**src/rtl/serial_memory_command_parser_defines.svh**
```systemverilog
// Assertion macros for the serial memory command parser.
// Used by the top level; expects clk and rst_n in the including scope.
`ifndef SERIAL_MEMORY_COMMAND_PARSER_DEFINES_SVH
`define SERIAL_MEMORY_COMMAND_PARSER_DEFINES_SVH

// Same-cycle implication, disabled while reset is asserted
`define SMCP_ASSERT_NOW(name, ante, cons, msg) \
    name: assert property (@(posedge clk) disable iff (!rst_n) (ante) |-> (cons)) \
        else $error(msg);

// Next-cycle implication, disabled while reset is asserted
`define SMCP_ASSERT_NEXT(name, ante, cons, msg) \
    name: assert property (@(posedge clk) disable iff (!rst_n) (ante) |=> (cons)) \
        else $error(msg);

`endif

```
**src/rtl/smcp_pkg.sv**
```systemverilog
// Shared types, character codes and reply text for the serial memory command parser.
// No dependencies.
`timescale 1ns / 1ps

package smcp_pkg;

    // Command parser position
    typedef enum logic [2:0] {
        P_CMD    = 3'd0,
        P_RADDR  = 3'd1,
        P_RCOUNT = 3'd2,
        P_WADDR  = 3'd3,
        P_WDATA  = 3'd4
    } parse_t;

    // Reply sequencer
    typedef enum logic [2:0] {
        SEQ_CLEAR,
        SEQ_IDLE,
        SEQ_RD,
        SEQ_RD_WAIT,
        SEQ_MSG,
        SEQ_CR
    } seq_t;

    // Error reply selection
    typedef enum logic [1:0] {
        MSG_UNKNOWN,
        MSG_RANGE,
        MSG_STATE
    } msg_t;

    localparam int unsigned ACC_W     = 9;
    localparam int unsigned MSG_IDX_W = 5;

    localparam logic [ACC_W-1:0] ACC_LIMIT = 9'd256;

    localparam logic [7:0] CH_ZERO   = 8'h30;
    localparam logic [7:0] CH_NINE   = 8'h39;
    localparam logic [7:0] CH_CR     = 8'h0D;
    localparam logic [7:0] CH_DOLLAR = 8'h24;
    localparam logic [7:0] CH_R_UP   = 8'h52;
    localparam logic [7:0] CH_R_LOW  = 8'h72;
    localparam logic [7:0] CH_W_UP   = 8'h57;
    localparam logic [7:0] CH_W_LOW  = 8'h77;

    localparam int unsigned UNKNOWN_LEN = 23;
    localparam int unsigned RANGE_LEN   = 14;
    localparam int unsigned STATE_LEN   = 17;

    localparam logic [8*UNKNOWN_LEN-1:0] UNKNOWN_TXT = "Comando no identificado";
    localparam logic [8*RANGE_LEN-1:0]   RANGE_TXT   = "Fuera de rango";
    localparam logic [8*STATE_LEN-1:0]   STATE_TXT   = "Estado inesperado";

    // Decimal accumulate: acc*10 + d, saturating at 256
    function automatic logic [ACC_W-1:0] acc_digit(logic [ACC_W-1:0] acc, logic [3:0] d);
        logic [11:0] v;
        v = {acc, 3'b000} + {2'b00, acc, 1'b0} + {8'h00, d};
        return (v > 12'(ACC_LIMIT)) ? ACC_LIMIT : v[ACC_W-1:0];
    endfunction

    // Index of the final text character of a message
    function automatic logic [MSG_IDX_W-1:0] msg_last(msg_t kind);
        logic [MSG_IDX_W-1:0] n;
        unique case (kind)
            MSG_UNKNOWN: n = MSG_IDX_W'(UNKNOWN_LEN - 1);
            MSG_RANGE:   n = MSG_IDX_W'(RANGE_LEN - 1);
            MSG_STATE:   n = MSG_IDX_W'(STATE_LEN - 1);
            default:     n = '0;
        endcase
        return n;
    endfunction

    // Character idx of a message, first character at idx 0
    function automatic logic [7:0] msg_char(msg_t kind, logic [MSG_IDX_W-1:0] idx);
        logic [7:0] c;
        c = CH_CR;
        unique case (kind)
            MSG_UNKNOWN:
            begin
                if (int'(idx) < UNKNOWN_LEN)
                begin
                    c = UNKNOWN_TXT[8*(UNKNOWN_LEN-1-int'(idx)) +: 8];
                end
            end
            MSG_RANGE:
            begin
                if (int'(idx) < RANGE_LEN)
                begin
                    c = RANGE_TXT[8*(RANGE_LEN-1-int'(idx)) +: 8];
                end
            end
            MSG_STATE:
            begin
                if (int'(idx) < STATE_LEN)
                begin
                    c = STATE_TXT[8*(STATE_LEN-1-int'(idx)) +: 8];
                end
            end
            default: c = CH_CR;
        endcase
        return c;
    endfunction

endpackage

```
**src/rtl/serial_memory_command_parser.sv**
```systemverilog
// Channel  | Direction | Handshake          | Payload
// rx       | in        | rx_valid/rx_stall  | rx_byte[7:0]
// tx       | out       | tx_valid/tx_stall  | tx_byte[7:0], last
//
// A request on rx is accepted whenever the block is idle, and the parse runs in the same cycle.
// A read reply fetches each data byte from the RAM (one read port, registered read), then sends it,
// and closes the run with the CR, also when a zero byte stops it early;
// an error reply sends each character of its message, then the CR.
// After reset the store is cleared one entry a cycle, all STORE_DEPTH entries, with rx stalled.
// rx is stalled while a reply is produced; tx stall holds the output register and pauses
// the reply sequencer.
// Depends on smcp_pkg, smcp_ram and serial_memory_command_parser_defines.svh.
`timescale 1ns / 1ps
`include "serial_memory_command_parser_defines.svh"

module serial_memory_command_parser #(
    parameter int BUFFER_DEPTH = 64,
    parameter int STORE_DEPTH  = 256
) (
    input  logic       clk,
    input  logic       rst_n,
    input  logic       rx_valid,
    output logic       rx_stall,
    input  logic [7:0] rx_byte,
    output logic       tx_valid,
    input  logic       tx_stall,
    output logic [7:0] tx_byte,
    output logic       last
);

    localparam int AW = $clog2(STORE_DEPTH);
    localparam int CW = $clog2(BUFFER_DEPTH + 1);
    localparam int AC = smcp_pkg::ACC_W;
    localparam int MI = smcp_pkg::MSG_IDX_W;

    // Parser registers
    smcp_pkg::parse_t parse_reg, parse_next;
    logic [AC-1:0]    addr_acc_reg, addr_acc_next;
    logic [AC-1:0]    cnt_acc_reg, cnt_acc_next;
    logic [CW-1:0]    wr_idx_reg, wr_idx_next;
    logic [AW-1:0]    wr_ptr_reg, wr_ptr_next;

    // Sequencer registers
    smcp_pkg::seq_t   seq_reg, seq_next;
    logic [AW-1:0]    rd_ptr_reg, rd_ptr_next;
    logic [CW-1:0]    rem_reg, rem_next;
    smcp_pkg::msg_t   msg_reg, msg_next;
    logic [MI-1:0]    msg_idx_reg, msg_idx_next;
    logic [AW-1:0]    clr_ptr_reg, clr_ptr_next;

    // Output register
    logic             tx_valid_reg;
    logic [7:0]       tx_byte_reg;
    logic             last_reg;

    // Decode and control
    logic             accept;
    logic             is_digit;
    logic [7:0]       digit_full;
    logic [AC-1:0]    acc_new_addr;
    logic [AC-1:0]    acc_new_cnt;
    logic             addr_bad;
    logic             cnt_bad;
    logic             wr_room;
    logic [AW-1:0]    wr_ptr_inc;
    logic             out_free;
    logic             start_read;
    logic             start_err;
    smcp_pkg::msg_t   err_kind;
    logic             data_we;
    logic             clr_we;
    logic             push;
    logic [7:0]       push_byte;
    logic             push_last;

    // RAM port
    logic             ram_we;
    logic [AW-1:0]    ram_waddr;
    logic [7:0]       ram_wdata;
    logic             ram_re;
    logic [7:0]       ram_rdata;

    assign accept       = rx_valid && !rx_stall;
    assign is_digit     = (rx_byte >= smcp_pkg::CH_ZERO) && (rx_byte <= smcp_pkg::CH_NINE);
    assign digit_full   = rx_byte - smcp_pkg::CH_ZERO;
    assign acc_new_addr = smcp_pkg::acc_digit(addr_acc_reg, digit_full[3:0]);
    assign acc_new_cnt  = smcp_pkg::acc_digit(cnt_acc_reg, digit_full[3:0]);
    assign addr_bad     = addr_acc_reg > AC'(STORE_DEPTH - 1);
    assign cnt_bad      = (cnt_acc_reg > AC'(BUFFER_DEPTH - 1))
                       || (({1'b0, addr_acc_reg} + {1'b0, cnt_acc_reg}) > (AC+1)'(STORE_DEPTH - 1));
    assign wr_room      = wr_idx_reg < CW'(BUFFER_DEPTH);
    assign wr_ptr_inc   = (wr_ptr_reg == AW'(STORE_DEPTH - 1)) ? '0 : wr_ptr_reg + 1'b1;
    assign out_free     = !tx_valid_reg || !tx_stall;

    // Command parser: acts on each accepted request
    always_comb
    begin
        parse_next    = parse_reg;
        addr_acc_next = addr_acc_reg;
        cnt_acc_next  = cnt_acc_reg;
        wr_idx_next   = wr_idx_reg;
        wr_ptr_next   = wr_ptr_reg;
        start_read    = 1'b0;
        start_err     = 1'b0;
        err_kind      = smcp_pkg::MSG_UNKNOWN;
        data_we       = 1'b0;
        if (accept)
        begin
            unique case (parse_reg)
                smcp_pkg::P_CMD:
                begin
                    if (rx_byte == smcp_pkg::CH_R_UP || rx_byte == smcp_pkg::CH_R_LOW)
                    begin
                        parse_next = smcp_pkg::P_RADDR;
                    end
                    else if (rx_byte == smcp_pkg::CH_W_UP || rx_byte == smcp_pkg::CH_W_LOW)
                    begin
                        parse_next = smcp_pkg::P_WADDR;
                    end
                    else
                    begin
                        start_err = 1'b1;
                        err_kind  = smcp_pkg::MSG_UNKNOWN;
                    end
                end
                smcp_pkg::P_RADDR, smcp_pkg::P_WADDR:
                begin
                    if (is_digit)
                    begin
                        addr_acc_next = acc_new_addr;
                    end
                    else if (addr_bad)
                    begin
                        start_err = 1'b1;
                        err_kind  = smcp_pkg::MSG_RANGE;
                    end
                    else if (parse_reg == smcp_pkg::P_RADDR)
                    begin
                        parse_next = smcp_pkg::P_RCOUNT;
                    end
                    else
                    begin
                        parse_next  = smcp_pkg::P_WDATA;
                        wr_ptr_next = addr_acc_reg[AW-1:0];
                        wr_idx_next = '0;
                    end
                end
                smcp_pkg::P_RCOUNT:
                begin
                    if (is_digit)
                    begin
                        cnt_acc_next = acc_new_cnt;
                    end
                    else if (cnt_bad)
                    begin
                        start_err = 1'b1;
                        err_kind  = smcp_pkg::MSG_RANGE;
                    end
                    else
                    begin
                        start_read    = 1'b1;
                        parse_next    = smcp_pkg::P_CMD;
                        addr_acc_next = '0;
                        cnt_acc_next  = '0;
                    end
                end
                smcp_pkg::P_WDATA:
                begin
                    if (rx_byte != smcp_pkg::CH_DOLLAR)
                    begin
                        if (wr_room)
                        begin
                            data_we     = 1'b1;
                            wr_ptr_next = wr_ptr_inc;
                            wr_idx_next = wr_idx_reg + 1'b1;
                        end
                    end
                    else
                    begin
                        parse_next    = smcp_pkg::P_CMD;
                        addr_acc_next = '0;
                    end
                end
                default:
                begin
                    start_err = 1'b1;
                    err_kind  = smcp_pkg::MSG_STATE;
                end
            endcase
            // every error returns to command wait and clears the numbers
            if (start_err)
            begin
                parse_next    = smcp_pkg::P_CMD;
                addr_acc_next = '0;
                cnt_acc_next  = '0;
            end
        end
    end

    // Sequencer next state
    always_comb
    begin
        seq_next     = seq_reg;
        rd_ptr_next  = rd_ptr_reg;
        rem_next     = rem_reg;
        msg_next     = msg_reg;
        msg_idx_next = msg_idx_reg;
        clr_ptr_next = clr_ptr_reg;
        unique case (seq_reg)
            smcp_pkg::SEQ_CLEAR:
            begin
                clr_ptr_next = clr_ptr_reg + 1'b1;
                if (clr_ptr_reg == AW'(STORE_DEPTH - 1))
                begin
                    seq_next = smcp_pkg::SEQ_IDLE;
                end
            end
            smcp_pkg::SEQ_IDLE:
            begin
                if (start_read)
                begin
                    rd_ptr_next = addr_acc_reg[AW-1:0];
                    rem_next    = cnt_acc_reg[CW-1:0];
                    seq_next    = smcp_pkg::SEQ_RD;
                end
                else if (start_err)
                begin
                    msg_next     = err_kind;
                    msg_idx_next = '0;
                    seq_next     = smcp_pkg::SEQ_MSG;
                end
            end
            smcp_pkg::SEQ_RD:
            begin
                seq_next = (rem_reg == '0) ? smcp_pkg::SEQ_CR : smcp_pkg::SEQ_RD_WAIT;
            end
            smcp_pkg::SEQ_RD_WAIT:
            begin
                if (ram_rdata == 8'h00)
                begin
                    seq_next = smcp_pkg::SEQ_CR;
                end
                else if (out_free)
                begin
                    rd_ptr_next = rd_ptr_reg + 1'b1;
                    rem_next    = rem_reg - 1'b1;
                    seq_next    = smcp_pkg::SEQ_RD;
                end
            end
            smcp_pkg::SEQ_MSG:
            begin
                if (out_free)
                begin
                    if (msg_idx_reg == smcp_pkg::msg_last(msg_reg))
                    begin
                        seq_next = smcp_pkg::SEQ_CR;
                    end
                    else
                    begin
                        msg_idx_next = msg_idx_reg + 1'b1;
                    end
                end
            end
            smcp_pkg::SEQ_CR:
            begin
                if (out_free)
                begin
                    seq_next = smcp_pkg::SEQ_IDLE;
                end
            end
            default: seq_next = smcp_pkg::SEQ_IDLE;
        endcase
    end

    // Sequencer outputs
    always_comb
    begin
        rx_stall  = (seq_reg != smcp_pkg::SEQ_IDLE);
        clr_we    = 1'b0;
        ram_re    = 1'b0;
        push      = 1'b0;
        push_byte = smcp_pkg::CH_CR;
        push_last = 1'b0;
        unique case (seq_reg)
            smcp_pkg::SEQ_CLEAR:   clr_we = 1'b1;
            smcp_pkg::SEQ_IDLE:    ;
            smcp_pkg::SEQ_RD:      ram_re = (rem_reg != '0);
            smcp_pkg::SEQ_RD_WAIT:
            begin
                push      = out_free && (ram_rdata != 8'h00);
                push_byte = ram_rdata;
            end
            smcp_pkg::SEQ_MSG:
            begin
                push      = out_free;
                push_byte = smcp_pkg::msg_char(msg_reg, msg_idx_reg);
            end
            smcp_pkg::SEQ_CR:
            begin
                push      = out_free;
                push_byte = smcp_pkg::CH_CR;
                push_last = 1'b1;
            end
            default: ;
        endcase
    end

    // RAM write source: clearing pass or write data
    assign ram_we    = clr_we || data_we;
    assign ram_waddr = clr_we ? clr_ptr_reg : wr_ptr_reg;
    assign ram_wdata = clr_we ? 8'h00 : rx_byte;

    smcp_ram #(
        .WIDTH (8),
        .DEPTH (STORE_DEPTH)
    ) u_store (
        .clk   (clk),
        .we    (ram_we),
        .waddr (ram_waddr),
        .wdata (ram_wdata),
        .re    (ram_re),
        .raddr (rd_ptr_reg),
        .rdata (ram_rdata)
    );

    // Control state
    always_ff @(posedge clk or negedge rst_n)
    begin
        if (!rst_n)
        begin
            parse_reg    <= smcp_pkg::P_CMD;
            addr_acc_reg <= '0;
            cnt_acc_reg  <= '0;
            wr_idx_reg   <= '0;
            wr_ptr_reg   <= '0;
            seq_reg      <= smcp_pkg::SEQ_CLEAR;
            rd_ptr_reg   <= '0;
            rem_reg      <= '0;
            msg_reg      <= smcp_pkg::MSG_UNKNOWN;
            msg_idx_reg  <= '0;
            clr_ptr_reg  <= '0;
            tx_valid_reg <= 1'b0;
        end
        else
        begin
            parse_reg    <= parse_next;
            addr_acc_reg <= addr_acc_next;
            cnt_acc_reg  <= cnt_acc_next;
            wr_idx_reg   <= wr_idx_next;
            wr_ptr_reg   <= wr_ptr_next;
            seq_reg      <= seq_next;
            rd_ptr_reg   <= rd_ptr_next;
            rem_reg      <= rem_next;
            msg_reg      <= msg_next;
            msg_idx_reg  <= msg_idx_next;
            clr_ptr_reg  <= clr_ptr_next;
            if (push)
            begin
                tx_valid_reg <= 1'b1;
            end
            else if (!tx_stall)
            begin
                tx_valid_reg <= 1'b0;
            end
        end
    end

    // Output payload
    always_ff @(posedge clk)
    begin
        if (push)
        begin
            tx_byte_reg <= push_byte;
            last_reg    <= push_last;
        end
    end

    assign tx_valid = tx_valid_reg;
    assign tx_byte  = tx_byte_reg;
    assign last     = last_reg;

    // Checks
    `SMCP_ASSERT_NOW(a_last_is_cr, tx_valid && last, tx_byte == smcp_pkg::CH_CR, "run end is not CR")
    `SMCP_ASSERT_NOW(a_read_issued, seq_reg == smcp_pkg::SEQ_RD_WAIT, $past(seq_reg) == smcp_pkg::SEQ_RD || $past(seq_reg) == smcp_pkg::SEQ_RD_WAIT, "read data used without a read")
    `SMCP_ASSERT_NEXT(a_read_starts, accept && parse_reg == smcp_pkg::P_RCOUNT && !is_digit && !cnt_bad, seq_reg == smcp_pkg::SEQ_RD && parse_reg == smcp_pkg::P_CMD, "valid read did not start")

endmodule

```
**src/rtl/smcp_ram.sv**
```systemverilog
// Generic simple dual-port RAM: one write port, one read port, registered read.
// No dependencies.
`timescale 1ns / 1ps

module smcp_ram #(
    parameter int WIDTH = 8,
    parameter int DEPTH = 256
) (
    input  logic                     clk,
    input  logic                     we,
    input  logic [$clog2(DEPTH)-1:0] waddr,
    input  logic [WIDTH-1:0]         wdata,
    input  logic                     re,
    input  logic [$clog2(DEPTH)-1:0] raddr,
    output logic [WIDTH-1:0]         rdata
);

    logic [WIDTH-1:0] mem [DEPTH];

    // Write port
    always_ff @(posedge clk)
    begin
        if (we)
        begin
            mem[waddr] <= wdata;
        end
    end

    // Read port, data holds until the next read
    always_ff @(posedge clk)
    begin
        if (re)
        begin
            rdata <= mem[raddr];
        end
    end

endmodule
```
**config.mk**
```make
export PLATFORM = sky130hd
export DESIGN_NAME = serial_memory_command_parser
export DESIGN_NICKNAME = d
export VERILOG_FILES = /design/src/rtl/smcp_pkg.sv /design/src/rtl/serial_memory_command_parser.sv /design/src/rtl/smcp_ram.sv
export VERILOG_INCLUDE_DIRS = /design/src /design/src/rtl
export SDC_FILE = /design/constraint.sdc
export NUM_CORES = 2
export LEC_CHECK = 0
export BUFFER_PORTS_ARGS = -buffer_cell sky130_fd_sc_hd__buf_2
export CORE_MARGIN = 3
export CORE_UTILIZATION = 57
export CTS_CLUSTER_SIZE = 40
export DETAILED_ROUTE_END_ITERATION = 8
export GPL_ROUTABILITY_DRIVEN = 1
export PLACE_DENSITY_LB_ADDON = 0.1
export SETUP_SLACK_MARGIN = 0.15
export SLEW_MARGIN = 20
export SYNTH_ARGS = -nofsm -noshare
export SYNTH_HDL_FRONTEND = slang
export SYNTH_SLANG_ARGS = --single-unit
```
**constraint.sdc**
```tcl
create_clock -name clk -period 8.4 [get_ports clk]
set_input_delay 0 -clock clk [delete_from_list [all_inputs] [get_ports clk]]
set_output_delay 0 -clock clk [all_outputs]
set_load 0.1 [all_outputs]
```
==> impl_metrics.tcl <==
set metrics [dict create \
    status "finished clean" \
    start_util_pct 57.8 \
    overflow 0 \
    ys_seq_area_share_pct 74.1 \
    startpoint "rd_ptr_reg[0]" \
    vias 46300 \
    drc 0 \
    fin_hold_ws_ps 124 \
    postRouteAntennaNets 0 \
    final-setup-viol-count 0 \
    cts_setup_buffers 0 \
    wl_per_cell_um 33.8 \
    final-seq-area_um2 63800 \
    clock_sinks 2135 \
    fmax_mhz 205 \
    postSynthAreaPerCell_um2 18.9 \
    die_x_um 395 \
    tightest_slew_ps 1320 \
    grt_pass1_vias 45200 \
    io_buffers 22 \
    clk_path_buf_depth 3 \
    cts_tree "yes" \
    synth_area_leaders "edfxtp_1, mux4_2, dfrtp_1" \
    synth_area_leader_cell "edfxtp_1" \
    root_buffer "clkbuf_16" \
    startpoint_type "register" \
    tns_ps 0 \
    hpwl_um 135000 \
    gp_congestion 0.889 \
    max-vdd-ir-drop_mv 0.281 \
    yosys_warnings 0 \
    area_growth_pct 10.5 \
    crit_path_max_fanout 94 \
    max-slew-margin-rel_pct 11.9 \
    ctsHoldBuffers 20 \
    clk_pin_slew_ps 60 \
    clk_latency_ps 850 \
    final.period_utilization_pct 57.9 \
    timing_hold_violations_final 0 \
    slew_violations 0 \
    cts_resized 0 \
    grt_max_degree 186 \
    synth_nets 4623 \
    nets 4713 \
    cellPowerDensity_nw_per_um2 337 \
    synth-main-ff-cell "edfxtp_1" \
    cellLeakagePower_nw 30.2 \
    min_path_type "primary input to register" \
    synth_top_area_share_pct 72.1 \
    arrival_ps 5460 \
    htree_levels 4 \
    criticalPathCategory "register to register" \
    multi_input_area_um2 20900 \
    n_fill_cell 10300 \
    std_cell_rows 141 \
    power_mw 32.0 \
    die_y_um 395 \
    drt_iter0_drc 6121 \
    postSynthCellCount 4552 \
    reg2reg_depth 9 \
    firstDrtPassIters 5 \
    rr_startpoint "rd_ptr_reg[0]" \
    ys_types 81 \
    synth-seq-cells 2135 \
    via_per_inst 6.77 \
    timing.clock.skew_ps 34.8 \
    endpoint "u_store.rdata[5]" \
    largest_reg_flops 2048 \
    critPathCaptureType "register" \
    grt_pass1_wl_um 332000 \
    utilization_pct 63.8 \
    rr_endpoint "u_store.rdata[5]" \
    drive_gt1_share_pct 19.3 \
    rsz0062_at_grt "no" \
    synth-edff-count 2065 \
    cp.required_ps 9000 \
    core-area_um2 149000 \
    drt_wl_total_um 231000 \
    drv_cap 0 \
    synthArstFlopShare_pct 3.28 \
    layout_setup_ws_ps 3530 \
    design.die.area_um2 156000 \
    numCtsBuffers 207 \
    grtUsageTotal_pct 29.8 \
    synth_area_um2 86100 \
    antenna_found_initial 9 \
    io_pins 23 \
    fin_crit_ps 4870 \
    dp_slack_ps 3480 \
    rrSetupSlack_ps 3530 \
]
==> layout make-up <==
cell class,instances,share of cell area [%]
antenna,2,0.00526
clock buffer,261,5.66
clock inverter,131,1.20
inverter,32,0.126
multi-input combinational,2124,22.0
sequential,2135,67.1
tap,2002,2.64
timing repair buffer,142,1.33
==> stage by stage <==
step,cell area [um2],std cells
global placement,88200,6411
floorplan,86100,4552
CTS,95000,6824
detailed placement,88300,6412
finish,95100,6829
global route,95100,6827
==> kinds of logic (layout without fill, tap and decap cells) <==
group	after synthesis	after routing	share of synthesized area [%]
DFF	2135	2135	74.1
and+or+nand+nor	748	748	3.82
AOI/OAI and AO/OA	649	649	5.08
muxes	630	630	13.9
buffers and inverters	293	566	1.79
adders and majority gates	59	59	0.901
xor gates and xnor gates	38	38	0.387
other	0	2	0
==> layout by cell type, fill, tap and decap left out, drive strengths merged, types with 9 or more instances in the layout <==
cell	n
clkinv	110
a21oi	137
a2111oi	9
mux2	9
nand4	14
or3	12
buf	123
nor3b	10
inv	35
a22o	23
nor2	353
dlygate4sd3	19
clkbuf	261
mux2i	167
nor2b	15
ha	54
nand3	52
xor2	13
nor4	10
and2	16
o221ai	29
mux4	454
o21ai	126
nand3b	11
dfrtp	70
a211oi	38
o22ai	40
a221oi	39
nand2b	13
bufinv	14
o31ai	15
nor3	27
o211ai	12
a31oi	28
edfxtp	2065
xnor2	25
nand2	188
a21o	17
a22oi	69
==> worst min path at each step <==
stage / startpoint / endpoint / slack [ps] / cells after the start
final: tx_stall / tx_valid / 120 / 4
after detailed placement: rst_n / addr_acc_reg[5] / 220 / 1
after CTS: tx_stall / tx_valid / 70 / 4
after global routing: tx_stall / tx_valid / 170 / 4
after floorplan: rst_n / addr_acc_reg[0] / -300 / 0
after global placement: rst_n / addr_acc_reg[5] / 210 / 1
==> synthesized netlist by cell type, drive strengths merged (17+ instances only) <==
master	n
xnor2	25
nand3	52
a22oi	69
o22ai	40
mux4	454
a22o	23
nand2	188
nor2	353
buf	139
a31oi	28
o21ai	126
a21oi	137
clkbuf	122
mux2i	167
a221oi	39
edfxtp	2065
a21o	17
dfrtp	70
a211oi	38
o221ai	29
ha	54
nor3	27
inv	30
==> critical path: stages, from the launching register on <==
cell	delay, ps
dfrtp_4	830
buf_12	510
buf_12	550
mux4_2	600
a22o_1	240
a211oi_1	540
a211oi_1	90
a211oi_1	530
nor3_1	120
a31o_1	220
==> report_power, final <==
group          switching, mW  leakage [nW]  internal, mW  total, mW
Combinational           6.52          7.41          3.44       9.96
Clock                   4.00          3.19          4.99       8.99
Sequential             0.366          19.6          12.7       13.1
==> metal layers <==
layer / track usage [%] / share of wire (%)
met1: 43.7 / 39
met2: 44.1 / 46
met3: 8.27 / 12
met4: 9.06 / 3.1
met5: 0 / 0.044
Note: power is estimated with default switching activity, not from simulation.
